===== config.mk =====
export PLATFORM = sky130hd
export DESIGN_NAME = tks_cell
export DESIGN_NICKNAME = d
export VERILOG_FILES = /design/src/rtl/core/stable_top_k_select_defines.svh /design/src/rtl/core/tks_pkg.sv /design/src/rtl/core/tks_cell.sv
export SDC_FILE = /design/constraint.sdc
export NUM_CORES = 1
export LEC_CHECK = 0
export ABC_AREA = 1
export BUFFER_PORTS_ARGS = -buffer_cell sky130_fd_sc_hd__buf_2
export CORE_ASPECT_RATIO = 1.25
export CORE_UTILIZATION = 40
export DETAILED_ROUTE_END_ITERATION = 7
export PLACE_DENSITY = 0.72
export SYNTH_ARGS = -nofsm -noshare
export SYNTH_HDL_FRONTEND = slang
export SYNTH_SLANG_ARGS = --single-unit

===== constraint.sdc =====
create_clock -name i_clk -period 5.7 [get_ports i_clk]
set_input_delay 1.14 -clock i_clk [delete_from_list [all_inputs] [get_ports i_clk]]
set_output_delay 1.14 -clock i_clk [all_outputs]
set_load 0.01 [all_outputs]

===== src/rtl/core/stable_top_k_select_defines.svh =====
// Assertion macros for the top-k selector.
// No dependencies.
`ifndef STABLE_TOP_K_SELECT_DEFINES_SVH
`define STABLE_TOP_K_SELECT_DEFINES_SVH
`ifndef SYNTHESIS
`define TKS_ASSERT(label, clk, rst_n, prop, msg) \
    label: assert property (@(posedge clk) disable iff (!rst_n) prop) else $error(msg);
`define TKS_ASSERT_NR(label, clk, prop, msg) \
    label: assert property (@(posedge clk) prop) else $error(msg);
`else
`define TKS_ASSERT(label, clk, rst_n, prop, msg)
`define TKS_ASSERT_NR(label, clk, prop, msg)
`endif
`endif


===== src/rtl/core/tks_pkg.sv =====
// Package for the top-k selector: widths, constants, order key.
// No dependencies.
package tks_pkg;
    localparam int unsigned DistW  = 32;
    localparam int unsigned IdW    = 31;
    localparam int unsigned RankW  = 5;
    localparam int unsigned KW     = 6;
    localparam int unsigned MaxNbr = 32;
    localparam logic [KW-1:0] KReset = 6'd5;

    function automatic logic [DistW-1:0] order_key(input logic [DistW-1:0] b);
        logic [DistW-1:0] v;
        v = (b == 32'h8000_0000) ? '0 : b;
        return v[DistW-1] ? ~v : (v | 32'h8000_0000);
    endfunction
endpackage


===== src/rtl/core/tks_cell.sv =====
// One slot of the sorted chain: holds an entry, compares, shifts.
// Depends on tks_pkg.
module tks_cell (
    input  logic                      i_clk,
    input  logic                      i_rst_n,
    input  logic                      i_ins,
    input  logic                      i_clr,
    input  logic                      i_en,
    input  logic [tks_pkg::DistW-1:0] i_dist,
    input  logic [tks_pkg::DistW-1:0] i_key,
    input  logic [tks_pkg::IdW-1:0]   i_id,
    input  logic                      i_prev_gt,
    input  logic                      i_prev_vld,
    input  logic [tks_pkg::DistW-1:0] i_prev_dist,
    input  logic [tks_pkg::IdW-1:0]   i_prev_id,
    output logic                      o_gt,
    output logic                      o_vld,
    output logic [tks_pkg::DistW-1:0] o_dist,
    output logic [tks_pkg::IdW-1:0]   o_id
);
    import tks_pkg::*;
    logic r_vld;
    logic [DistW-1:0] r_dist;
    logic [IdW-1:0] r_id;

    // greater, or empty: the new item lands at or before this slot
    assign o_gt   = !r_vld || (order_key(r_dist) > i_key);
    assign o_vld  = r_vld;
    assign o_dist = r_dist;
    assign o_id   = r_id;

    always_ff @(posedge i_clk) begin
        if (!i_rst_n || i_clr) begin
            r_vld <= 1'b0;
        end else if (i_ins) begin
            if (!i_en) begin
                r_vld <= 1'b0;
            end else if (o_gt && !i_prev_gt) begin
                r_vld  <= 1'b1;
                r_dist <= i_dist;
                r_id   <= i_id;
            end else if (o_gt && i_prev_gt) begin
                r_vld  <= i_prev_vld;
                r_dist <= i_prev_dist;
                r_id   <= i_prev_id;
            end
        end
    end
endmodule


# Word-level counts from Yosys, hierarchy flattened
# Index checks and enable logic that the tools add are counted.
# classes
order_cmp	1
eq_ne	2
n_mux	9
bitwise_logic	2
n_reduce_logical	10
# op_table
operator	n
32-bit two-way mux	4
31-bit two-way mux	2
32-bit == test (second input constant)	1
32-bit greater-than comparator	1
32-bit NOT	1
4-bit AND reduction	1
1-bit zero test	3
1-bit two-way mux	3
3-bit by 1-bit inequality test with 1-bit output (second input constant)	1
1-bit logical AND	2
1-bit logical OR	2
2-bit AND reduction	1
2-bit nonzero test	1
1-bit NOT	1
# word_totals
regBits	64

# Depth between registers and ports, before layout
# Gate-level depths: netlist of run 1.
# logic_depth
word_depth	10
ltp_mapped	29
ltp_nobuf	27

# Least setup slack after synthesis of run 1
# No wires, ideal clock.
# synth_timing
path_type	flip-flop to flip-flop
startpoint	register r_dist[31] (netlist: o_dist[31])
endpoint	register r_dist[0] (netlist: o_dist[0]) (enable)
setup_time_ns	0.505
t_arrival_ns	5.444
path_slack_ns	-0.249
path_stages_with_launch	23
synth_period_minus_slack_ns	5.949
path_cell_list	edfxtp_1 buf_4 nand2_1 nor2_1 nand2_1 nor2_1 nand2_1 nand2_2 inv_1 clkbuf_1 nor2_1 a21oi_1 ha_1 nand2_1 inv_1 nand3_1 nor3_1 nand2_1 nand2_1 nand4_1 nand3_2 nand2_2 a21oi_1
# synth_between
elab_chain_len	9
# synth_lines
item	line	rtl
start, declared	tks_cell.sv:23	logic [DistW-1:0] r_dist;
start signal, assigned	tks_cell.sv:40	r_dist <= i_dist;
start signal, assigned	tks_cell.sv:44	r_dist <= i_prev_dist;
32-bit == test	tks_pkg.sv:13	v = (b == 32'h8000_0000) ? '0 : b;
32-bit two-way mux (*)	tks_pkg.sv:13	
32-bit NOT	tks_pkg.sv:14	return v[DistW-1] ? ~v : (v | 32'h8000_0000);
32-bit two-way mux (*)	tks_pkg.sv:14	
32-bit greater-than comparator (*)	tks_cell.sv:27	assign o_gt = !r_vld || (order_key(r_dist) > i_key);
1-bit logical OR (*)	tks_cell.sv:27	
1-bit logical AND (on tied branches)	tks_cell.sv:38, tks_cell.sv:42	
2-bit nonzero test (no source line) (*)	-	
4-bit AND reduction (no source line) (*)	-	
# Mark *: on every way between the ends. The rest lies on a longest branch, timed or not.
# A chain may end at the register's enable or synchronous reset.

# Final worst setup path of run 1
# layout_timing
startpoint	register r_dist[1] (netlist: o_dist[1])
endpoint	output o_gt
# layout_between
elab_chain_len	6
# layout_lines
item	line	rtl
32-bit == test	tks_pkg.sv:13	
32-bit two-way mux (*)	tks_pkg.sv:13	
32-bit NOT	tks_pkg.sv:14	
32-bit two-way mux (*)	tks_pkg.sv:14	
32-bit greater-than comparator (*)	tks_cell.sv:27	
1-bit logical OR (*)	tks_cell.sv:27	
end, declared	tks_cell.sv:16	output logic o_gt,
# Marks and branches as above.

==> impl_results.rst, run 1 <==
.. list-table::
   :header-rows: 1

   * - Metric
     - Value
   * - RSZ-0062 raised after global routing
     - no
   * - Fin crit period
     - around 5000 ps
   * - Category of the worst setup path launch point
     - register
   * - Number of enable flip-flop cells after synthesis
     - between 60 and 70
   * - Horiz. Die Dim
     - 96.9 um
   * - Reg-to-reg startpoint
     - o_dist[1]
   * - Via count of the first global-routing pass
     - 4208
   * - Run status
     - complete, no violations
   * - Post-Synthesis Net Count
     - between 700 and 800
   * - YS warnings
     - 0
   * - Count of routing violations after the opening detailed-route iteration
     - approximately 170
   * - Placeable core region
     - ~11000 um^2
   * - Post-route ant nets
     - 0
   * - Clock latency on the worst-skew pair
     - about 320 ps
   * - Via density
     - about 4.8
   * - Io pins
     - between 200 and 250
   * - Path category of the worst min-delay check
     - register to register
   * - Leading post-synthesis cells by instance count
     - nand2_1, inv_1, edfxtp_1, nor2_1, a21oi_1
   * - Kind of critical path
     - register to output port
   * - Most frequent cell after synthesis
     - nand2_1
   * - Reg2Reg Depth
     - 26
   * - Top cell type by total area after synthesis
     - edfxtp_1
   * - Die outline area
     - approximately 12000 um^2
   * - End point of the most critical hold path
     - o_vld
   * - Area growth from synthesis to layout
     - 32.3%
   * - Number of CTS-inserted buffers
     - 9
   * - Maximum level of the CTS H-tree
     - 3
   * - Row count
     - 42
   * - Netlist Area Pre-Place
     - ~4500 um^2
   * - Die Y
     - ~120 um
   * - Root Buffer
     - clkbuf_16
   * - Clock-pin slew of the registers on the worst-case setup and hold paths
     - ~50 ps
   * - Routed wirelength normalized by instance count
     - between 10 and 15 um
   * - Post_cts resized
     - 0
   * - Fraction of final layout cells sized beyond drive strength 1
     - 0.369
   * - CTS tree
     - built
   * - Peak fanout along the critical path
     - 30
   * - Power density over cell area
     - 210 nW/um^2
   * - Fraction of post-synthesis cell area in the top cell type by area
     - 0.420
   * - Number of fill cells
     - a little over 1000
   * - Setup Viol. Count Final
     - 0
   * - Detailed-route wire length
     - roughly 12000 um
   * - Max capacitance violation total
     - 0
   * - Sort of element at the end of the critical path
     - output port
   * - Arrival @ worst endpoint
     - roughly 3800 ps
   * - Worst path setup slack after routing
     - approximately 800 ps
   * - Largest cells by area after synthesis
     - edfxtp_1, nand2_1, ha_1, nand3_2, inv_1
   * - Setup slack on the worst flop-to-flop path
     - ~1400 ps
   * - Number of setup buffers added after CTS
     - 0
   * - Quantity of I/O buffers inserted on ports
     - between 200 and 250
   * - Start point of the worst hold path
     - o_vld
   * - Number of vias in the routed layout
     - between 4000 and 5000
   * - Dpl ws
     - about 1100 ps
   * - Syn Area/Cell
     - ~8 um^2
   * - Proportion of synthesized chip area in sequential cells
     - 0.425
   * - Worst-case clock skew
     - 7.55 ps
   * - Actual slew at the worst max-slew pin
     - between 800 and 900 ps
   * - Final weighted congestion in routability-driven placement
     - ~0.87
   * - Final #Nets
     - 966
   * - Initial antenna violation count
     - 3
   * - Setup TNS after final layout
     - 0 ps
   * - Share of flip-flops with an asynchronous set or reset
     - 0
   * - Global-route total usage across every layer
     - 0.210
   * - Share of the clock period used by the worst path after layout
     - 0.859
   * - Max Transition Viols Final
     - 0
   * - Gate count of the mapped netlist
     - 552
   * - Highest achievable clock rate
     - 204 MHz
   * - Detailed-routing iteration count for the pre-antenna-repair pass
     - 5
   * - Number of placed cells counting well taps
     - 891
   * - Max VDD drop
     - approximately 160 uV
   * - Final cell utilization of the core
     - 0.552
   * - Wire length of the first global-routing pass
     - 19400 um
   * - Filler-free cell count of the finished design
     - 908
   * - Remaining Overflow, GRT
     - 0
   * - Count of state elements after synthesis
     - 64
   * - Hold Buf Count CTS
     - 0
   * - Number of stages on the worst hold path
     - 2
   * - Standby leakage power
     - between 0.003 and 0.004 uW
   * - Synth Flop Type
     - edfxtp_1
   * - Max transition margin
     - 0.408
   * - Maximum number of pins on one net before global-route repair
     - 65
   * - Initial standard-cell utilization of the core
     - 0.418
   * - Distinct cells, synth
     - 28
   * - Worst endpoint required time
     - approximately 4600 ps
   * - Half-perimeter wire length after detailed placement
     - roughly 9900 um
   * - R2r endpoint
     - o_vld
   * - Final Hold Violating Endpoints
     - 0
   * - Maximum count of clock buffers along a single path
     - 2
   * - TritonCTS sink count
     - 64
   * - Remaining design rule violation count
     - 0
-- critical path, cell delays in order (launching register included) --
cell      delay [ps]
edfxtp_1         470
inv_1             90
nand2_1           50
nor2_1           100
nand2_1           60
nor2_1           100
nand2_1           90
nand2_2          100
inv_1            380
nor2_1           210
a21oi_1           70
ha_1             310
nand2_1           60
inv_1             50
nand3_1           90
nor3_1           310
nand2_1          100
nand2_1          100
nand4_1          130
nand3_2           90
nand2_2          100
nand2_4          190
buf_2            170
-- how the worst max path moves through the flow --
stage,depth (start not counted),startpoint,slack (ps),endpoint
after floorplan,22,o_dist[31],1040,o_dist[0]
final,22,o_dist[1],800,o_gt
after global routing,20,o_dist[18],440,o_gt
after detailed placement,22,o_dist[1],1110,o_gt
after CTS,22,o_dist[1],750,o_gt
after global placement,22,o_dist[1],1180,o_gt
-- flip-flops by register name, summed over array words and instances, names as in the netlist --
register / flops
o_id: 31
o_vld: 1
o_dist: 32
-- cell families (layout without fill, tap and decap cells) --
group	count (synthesis)	in the layout	share of synthesized area
AND/OR/NAND/NOR	301	301	0.318
buffers and inverters	102	325	0.107
flip-flops	64	64	0.425
AO/OA/AOI/OAI	53	53	0.0620
adder cells (fa/ha/maj)	31	31	0.0862
XOR/XNOR	1	1	0.00195
other	0	1	0
-- power by group --
group / internal, uW / switching, uW / leakage, uW
registers: 533 / 5.71 / 0.000585
logic: 91.6 / 109 / 0.00248
clock network: 333 / 180 / 0.000138
-- metrics by stage --
stage / area [um^2] / total power (uW) / hold slack (ps)
2_1_floorplan: 4500 / 661 / 562
3_3_place_gp: 5670 / 743 / 575
3_5_place_dp: 5670 / 750 / 570
4_1_cts: 5950 / 1260 / 578
5_1_grt: 5950 / 1310 / 608
6_report: 5950 / 1250 / 578
-- layout make-up --
type,instances,area (um^2),share of cell area
antenna,1,2.50,0.000421
clock buffer,11,233,0.0391
clock inverter,5,47.5,0.00799
inverter,76,285,0.0479
multi-input combinational,386,2120,0.356
sequential,64,1910,0.321
tap,132,165,0.0278
timing repair buffer,233,1190,0.200
-- cells in the final DEF, fill, tap and decap left out, types with 3 or more instances in the layout --
cell       instances
edfxtp_1          63
nand2_2            3
o21ai_0            3
inv_1             74
nand3_2           32
nand4_1            5
ha_1              31
buf_2            229
nor2_1            47
a21oi_1           44
clkbuf_16          9
buf_4              3
nand2_1          168
nand3_1           40
-- layer usage --
layer	track usage	vias up	routed length [um]
li1	-	2244	-
met1	0.234	1925	4930
met2	0.378	178	6280
met3	0.0566	19	919
met4	0.0830	2	229
met5	0	-	8
Note: power is estimated with default switching activity, not from simulation.
==> inputs of run 2 (changes only) <==
--- a/config.mk
+++ b/config.mk
@@ -10,6 +10,7 @@
 export CORE_ASPECT_RATIO = 1.25
 export CORE_UTILIZATION = 40
 export DETAILED_ROUTE_END_ITERATION = 7
+export MAX_ROUTING_LAYER = met4
 export PLACE_DENSITY = 0.72
 export SYNTH_ARGS = -nofsm -noshare
 export SYNTH_HDL_FRONTEND = slang
==> impl_results.rst, run 2 (same netlist as run 1, synthesis figures left out) <==
.. list-table::
   :header-rows: 1

   * - Metric
     - Value
   * - Run status
     - complete, no violations
   * - Path category of the worst min-delay check
     - register to register
   * - Area of all placed cells without fillers
     - 5960 um^2 (about the same)
   * - Maximum level of the CTS H-tree
     - 3 (unchanged)
   * - Most common cell after layout, fill and taps aside
     - buf_2
   * - Number of setup buffers added after CTS
     - 0 (unchanged)
   * - Worst endpoint required time
     - 4560 ps (about the same)
   * - Post_cts resized
     - 0 (unchanged)
   * - Wire length of the first global-routing pass
     - 19500 um (+0.11%)
   * - Highest achievable clock rate
     - 205 MHz (+0.20%)
   * - Cell at the slowest stage of the critical path
     - edfxtp_1
   * - Row count
     - 42 (unchanged)
   * - Root Buffer
     - clkbuf_16
   * - Final weighted congestion in routability-driven placement
     - 0.887 (+1.6%)
   * - TritonCTS sink count
     - 64 (unchanged)
   * - Die Y
     - 121 um (unchanged)
   * - Hold Buf Count CTS
     - 0 (unchanged)
   * - CP Launch Point
     - o_dist[1]
   * - Reg-to-reg startpoint
     - o_dist[1]
   * - Routed wirelength normalized by instance count
     - 13.6 um (-0.24%)
   * - Start point of the worst hold path
     - o_vld
   * - Number of CTS-inserted buffers
     - 9 (unchanged)
   * - Kind of critical path
     - register to output port
   * - Initial antenna violation count
     - 3 (unchanged)
   * - Final #Nets
     - 966 (unchanged)
   * - Die outline area
     - 11700 um^2 (unchanged)
   * - Global-route total usage across every layer
     - 0.216 (+0.00661)
   * - Setup slack on the worst flop-to-flop path
     - 1410 ps (+20 ps)
   * - Count of routing violations after the opening detailed-route iteration
     - 171 (+1.8%)
   * - Clock-pin slew of the registers on the worst-case setup and hold paths
     - 50 ps (about the same)
   * - Sort of element at the end of the critical path
     - output port
   * - Setup TNS after final layout
     - 0 ps (unchanged)
   * - Detailed-route wire length
     - 12400 um (about the same)
   * - Worst-case clock skew
     - 9.69 ps (+2.13 ps)
   * - Maximum count of clock buffers along a single path
     - 2 (unchanged)
   * - Actual slew at the worst max-slew pin
     - 881 ps (-6.25 ps)
   * - Share of the clock period used by the worst path after layout
     - 0.858 (-0.00173)
   * - Placed Instance Area
     - 5670 um^2 (unchanged)
   * - Half-perimeter wire length after detailed placement
     - 9930 um (unchanged)
   * - Arrival @ worst endpoint
     - 3750 ps (about the same)
   * - Via density
     - 4.79 (-0.38%)
   * - Number of vias in the routed layout
     - 4361 (-0.16%)
   * - Dpl ws
     - 1110 ps (unchanged)
   * - Worst stage delay on the critical path
     - 460 ps (about the same)
   * - Power density over cell area
     - 210 nW/um^2 (-0.19%)
   * - Setup Viol. Count Final
     - 0 (unchanged)
   * - Remaining design rule violation count
     - 0 (unchanged)
   * - Remaining Overflow, GRT
     - 0 (unchanged)
   * - Io pins
     - 230 (unchanged)
   * - Quantity of I/O buffers inserted on ports
     - 229 (unchanged)
   * - Standby leakage power
     - 0.00321 uW (about the same)
   * - Maximum number of pins on one net before global-route repair
     - 65 (unchanged)
   * - Number of flip-flops under the largest register name
     - 32 (unchanged)
   * - Initial standard-cell utilization of the core
     - 0.418 (unchanged)
   * - Worst path setup slack after routing
     - 812 ps (+9.87 ps)
   * - Clock latency on the worst-skew pair
     - 330 ps (about the same)
   * - Fin crit period
     - 4890 ps (-9.87 ps)
   * - Post-route ant nets
     - 0 (unchanged)
   * - Fraction of final layout cells sized beyond drive strength 1
     - 0.369 (unchanged)
   * - Detailed-routing iteration count for the pre-antenna-repair pass
     - 5 (unchanged)
   * - Max Transition Viols Final
     - 0 (unchanged)
   * - Max transition margin
     - 0.412 (+0.00417)
   * - Horiz. Die Dim
     - 96.9 um (unchanged)
   * - Area growth from synthesis to layout
     - 32.4% (about the same)
   * - Peak fanout along the critical path
     - 30 (unchanged)
   * - Ordered list of cells on the worst path
     - inv_1 > nand2_1 > nor2_1 > nand2_1 > nor2_1 > nand2_1 > nand2_2 > inv_1 > nor2_1 > a21oi_1 > ha_1 > nand2_1 > inv_1 > nand3_1 > nor3_1 > nand2_1 > nand2_1 > nand4_1 > nand3_2 > nand2_2 > nand2_4 > buf_2
   * - Most frequent cells in the layout
     - buf_2, nand2_1, inv_1
   * - Most Frequent Cell on Critical Path
     - nand2_1
   * - Category of the worst setup path launch point
     - register
   * - RSZ-0062 raised after global routing
     - no
   * - CTS tree
     - built
   * - Via count of the first global-routing pass
     - 4210 (+0.048%)
   * - Placeable core region
     - 10800 um^2 (unchanged)
   * - Final Hold Violating Endpoints
     - 0 (unchanged)
   * - Max VDD drop
     - 156 uV (-1.4%)
   * - Max capacitance violation total
     - 0 (unchanged)
-- run 2: metrics by stage --
stage | utilization | total power [uW] | instances | hold slack [ps]
floorplan | - | 661 | 552 | 562
global route | 0.553 | 1310 | 910 | 608
detailed placement | 0.526 | 750 | 891 | 570
global placement | 0.526 | 743 | 891 | 575
finish | 0.553 | 1250 | 910 | 576
CTS | 0.552 | 1260 | 907 | 578
-- run 2: power breakdown --
| part | switching [uW] | internal [uW] |
|---|---|---|
| sequential | 5.69 | 533 |
| combinational | 108 | 91.6 |
| clock | 179 | 333 |
| total | 293 | 958 |
-- run 2: layout make-up --
type	instances	area (um^2)
fill	1012	4820
multi-input combinational	386	2120
sequential	64	1910
timing repair buffer	233	1190
inverter	76	285
clock buffer	11	233
tap	132	165
clock inverter	5	47.5
antenna	3	7.51
-- run 2: final timing paths --
kind / cells after the start / end
worst min register to register: 2 / o_vld
worst max-delay path: 22 / o_gt
worst max register to register: 26 / o_vld
worst min-delay path: 2 / o_vld
-- run 2: critical path, delay by kind of cell (launching register included) --
family	cells	cell delay [ps]
and+or+nand+nor	16	1880
buffers and inverters	4	690
DFF	1	460
adders and majority gates	1	310
AOI/OAI and AO/OA	1	70
-- run 2: per-layer routing --
metal,GRT usage,wire (um),vias to the layer above
met4,0.0812,218,0
met2,0.379,6400,185
li1,-,-,2247
met5,-,0,-
met3,0.0514,952,15
met1,0.239,4790,1914
==> inputs of run 3 (changes only) <==
==> constraint.sdc (replaced) <==
create_clock -name i_clk -period 5.7 [get_ports i_clk]
set_input_delay 0.57 -clock i_clk [delete_from_list [all_inputs] [get_ports i_clk]]
set_output_delay 0.57 -clock i_clk [all_outputs]
set_load 0.01 [all_outputs]
==> impl_results.rst, run 3 (same netlist as run 1, synthesis figures left out) <==
.. list-table::
   :header-rows: 1

   * - Metric
     - Value
   * - Final weighted congestion in routability-driven placement
     - 0.874 (-1.4%)
   * - Number of vias in the routed layout
     - 4452 (+2.1%)
   * - Root Buffer
     - clkbuf_16
   * - Antenna Diode Count
     - 0 (-3)
   * - Most common cell after layout, fill and taps aside
     - buf_2
   * - Worst stage delay on the critical path
     - 430 ps (-30 ps)
   * - Via count of the first global-routing pass
     - 4344 (+3.2%)
   * - Combined area of the multi-input logic cells
     - 2120 um^2 (unchanged)
   * - Number of setup buffers added after CTS
     - 0 (unchanged)
   * - Half-perimeter wire length after detailed placement
     - 10000 um (+0.88%)
   * - Fraction of final layout cells sized beyond drive strength 1
     - 0.369 (unchanged)
   * - Share of total power consumed by net switching
     - 0.236 (+0.00175)
   * - Worst endpoint required time
     - 5130 ps (+570 ps)
   * - Count of routing violations after the opening detailed-route iteration
     - 176 (+2.9%)
   * - Clock latency on the worst-skew pair
     - 320 ps (about the same)
   * - TritonCTS sink count
     - 64 (unchanged)
   * - Initial standard-cell utilization of the core
     - 0.418 (unchanged)
   * - Remaining design rule violation count
     - 0 (unchanged)
   * - Start point of the worst hold path
     - i_prev_id[4]
   * - Share of power burned in the clock network
     - 0.412 (+0.002)
   * - Remaining Overflow, GRT
     - 0 (unchanged)
   * - Sequential cell fraction of total power
     - 0.430 (about the same)
   * - Final #Nets
     - 966 (unchanged)
   * - Buffer and inverter count on the worst path
     - 4 (unchanged)
   * - Via density
     - 4.91 (+2.4%)
   * - Maximum number of pins on one net before global-route repair
     - 65 (unchanged)
   * - Global-route total usage across every layer
     - 0.224 (+0.00718)
   * - CTS tree
     - built
   * - Final cell utilization of the core
     - 0.552 (-0.000697)
   * - FF/Latch Area
     - 1910 um^2 (unchanged)
   * - Area growth from synthesis to layout
     - 32.2%
   * - Final Hold Violating Endpoints
     - 0 (unchanged)
   * - Ordered list of cells on the worst path
     - buf_4 > nand2_1 > nor2_1 > nand2_1 > nor2_1 > nand2_1 > nand2_2 > inv_1 > nor2_1 > a21oi_1 > ha_1 > nand2_1 > inv_1 > nand3_1 > nor3_1 > nand2_1 > nand2_1 > nand4_1 > nand3_2 > nand2_2 > nand2_4 > buf_2
   * - Share of the clock period used by the worst path after layout
     - 0.812 (-0.0452)
   * - Reg-to-reg startpoint
     - o_dist[31]
   * - Hold Buf Count CTS
     - 0 (unchanged)
   * - Number of fill cells
     - 981 (-3.1%)
   * - Row count
     - 42 (unchanged)
   * - Horiz. Die Dim
     - 96.9 um (unchanged)
   * - Total number of cells along the worst setup path
     - 22 (unchanged)
   * - RSZ-0062 raised after global routing
     - no
   * - Category of the worst setup path launch point
     - register
   * - Routed wirelength normalized by instance count
     - 14.0 um (+3.1%)
   * - Max VDD drop
     - 168 uV (+7.9%)
   * - Clock-pin slew of the registers on the worst-case setup and hold paths
     - 50 ps (about the same)
   * - Total net switching power
     - 296 uW (+1.0%)
   * - Setup slack on the worst flop-to-flop path
     - 1150 ps (-260 ps)
   * - Number of stages on the worst hold path
     - 3 (+1)
   * - Standby leakage power
     - 0.00321 uW (about the same)
   * - Comb power frac
     - 0.158 (-0.002)
   * - Setup TNS after final layout
     - 0 ps (unchanged)
   * - Quantity of I/O buffers inserted on ports
     - 229 (unchanged)
   * - Highest achievable clock rate
     - 216 MHz (+5.6%)
   * - Detailed-routing iteration count for the pre-antenna-repair pass
     - 4 (-1)
   * - Gate family responsible for the most delay along the worst path
     - simple AND/OR/NAND/NOR gates
   * - Max Transition Viols Final
     - 0 (unchanged)
   * - Arrival @ worst endpoint
     - 4060 ps (+310 ps)
   * - Max transition margin
     - 0.345 (-0.0674)
   * - Maximum count of clock buffers along a single path
     - 2 (unchanged)
   * - Total internal power
     - 958 uW (about the same)
   * - Die Y
     - 121 um (unchanged)
   * - Run status
     - complete, no violations
   * - Post_cts resized
     - 0 (unchanged)
   * - Post-route ant nets
     - 0 (unchanged)
   * - End point of the most critical hold path
     - o_id[4]
   * - Worst-case clock skew
     - 5.33 ps (-4.36 ps)
   * - Path category of the worst min-delay check
     - input port to register
   * - Actual slew at the worst max-slew pin
     - 981 ps (+101 ps)
   * - Power density over cell area
     - 211 nW/um^2 (+0.39%)
   * - Peak fanout along the critical path
     - 41 (+37%)
   * - Power consumption
     - 1250 uW (+0.27%)
   * - Sort of element at the end of the critical path
     - output port
   * - Fin crit period
     - 4630 ps (-258 ps)
   * - Wire length of the first global-routing pass
     - 20100 um (+3.6%)
   * - Number of flip-flops under the largest register name
     - 32 (unchanged)
   * - Kind of critical path
     - register to output port
   * - Detailed-route wire length
     - 12700 um (+2.7%)
   * - Max capacitance violation total
     - 0 (unchanged)
   * - R2r endpoint
     - o_dist[1]
   * - Maximum level of the CTS H-tree
     - 3 (unchanged)
   * - Reg2Reg Depth
     - 24 (-7.7%)
   * - Cell at the slowest stage of the critical path
     - nand2_4
   * - Io pins
     - 230 (unchanged)
   * - Worst hold slack after final layout
     - 507 ps (-69.5 ps)
   * - Number of CTS-inserted buffers
     - 9 (unchanged)
   * - Setup Viol. Count Final
     - 0 (unchanged)
   * - Die outline area
     - 11700 um^2 (unchanged)
   * - Placeable core region
     - 10800 um^2 (unchanged)
   * - Most Frequent Cell on Critical Path
     - nand2_1
   * - Initial antenna violation count
     - 0 (-3)
   * - Most frequent cells in the layout
     - buf_2, nand2_1, inv_1
==> run 3: cell types whose count changed in the layout (fill, tap and decap cells not counted) <==
cell / change
diode_2: -3
==> run 3: routing by layer <==
metal,vias to the layer above,track usage,share of wire
met5,-,-,0
met1,1970,0.246,0.38
met3,36,0.0509,0.072
li1,2244,-,-
met4,0,0.101,0.033
met2,202,0.386,0.51
==> run 3: worst max path at each step <==
stage | end | start | slack, ps
final | o_gt | o_dist[31] | 1070
after global routing | o_id[17] | o_dist[31] | 440
after CTS | o_gt | o_dist[31] | 1020
after detailed placement | o_dist[1] | o_dist[31] | 1120
after global placement | o_dist[31] | o_dist[31] | 1140
after floorplan | o_dist[0] | o_dist[31] | 1040
==> run 3: stage by stage <==
step           instance area [um^2]  setup slack, ps  instances
2_1_floorplan                  4500             1040        552
3_3_place_gp                   5670             1140        891
3_5_place_dp                   5670             1120        891
4_1_cts                        5950             1020        907
5_1_grt                        5950              442        907
6_report                       5950             1070        907
==> run 3: area by class of cell <==
class                   count  share of cell area
clock inverters             5             0.00799
inverters                  76              0.0480
multi-input cells         386               0.356
flip-flops and latches     64               0.321
repair buffers            233               0.200
well taps                 132              0.0278
clock buffers              11              0.0391
==> run 3: power groups by stage <==
stage | Sequential (uW) | Combinational (uW) | Clock [uW]
2_1_floorplan | 552 | 109 | 0
3_3_place_gp | 549 | 192 | 0
3_5_place_dp | 549 | 199 | 0
4_1_cts | 539 | 200 | 526
5_1_grt | 540 | 225 | 541
6_report | 539 | 198 | 516
==> run 3: tightest hold or removal path, stage by stage <==
cell and delay [ps]:
buf_2 70, nand2_1 40, nand2_1 40
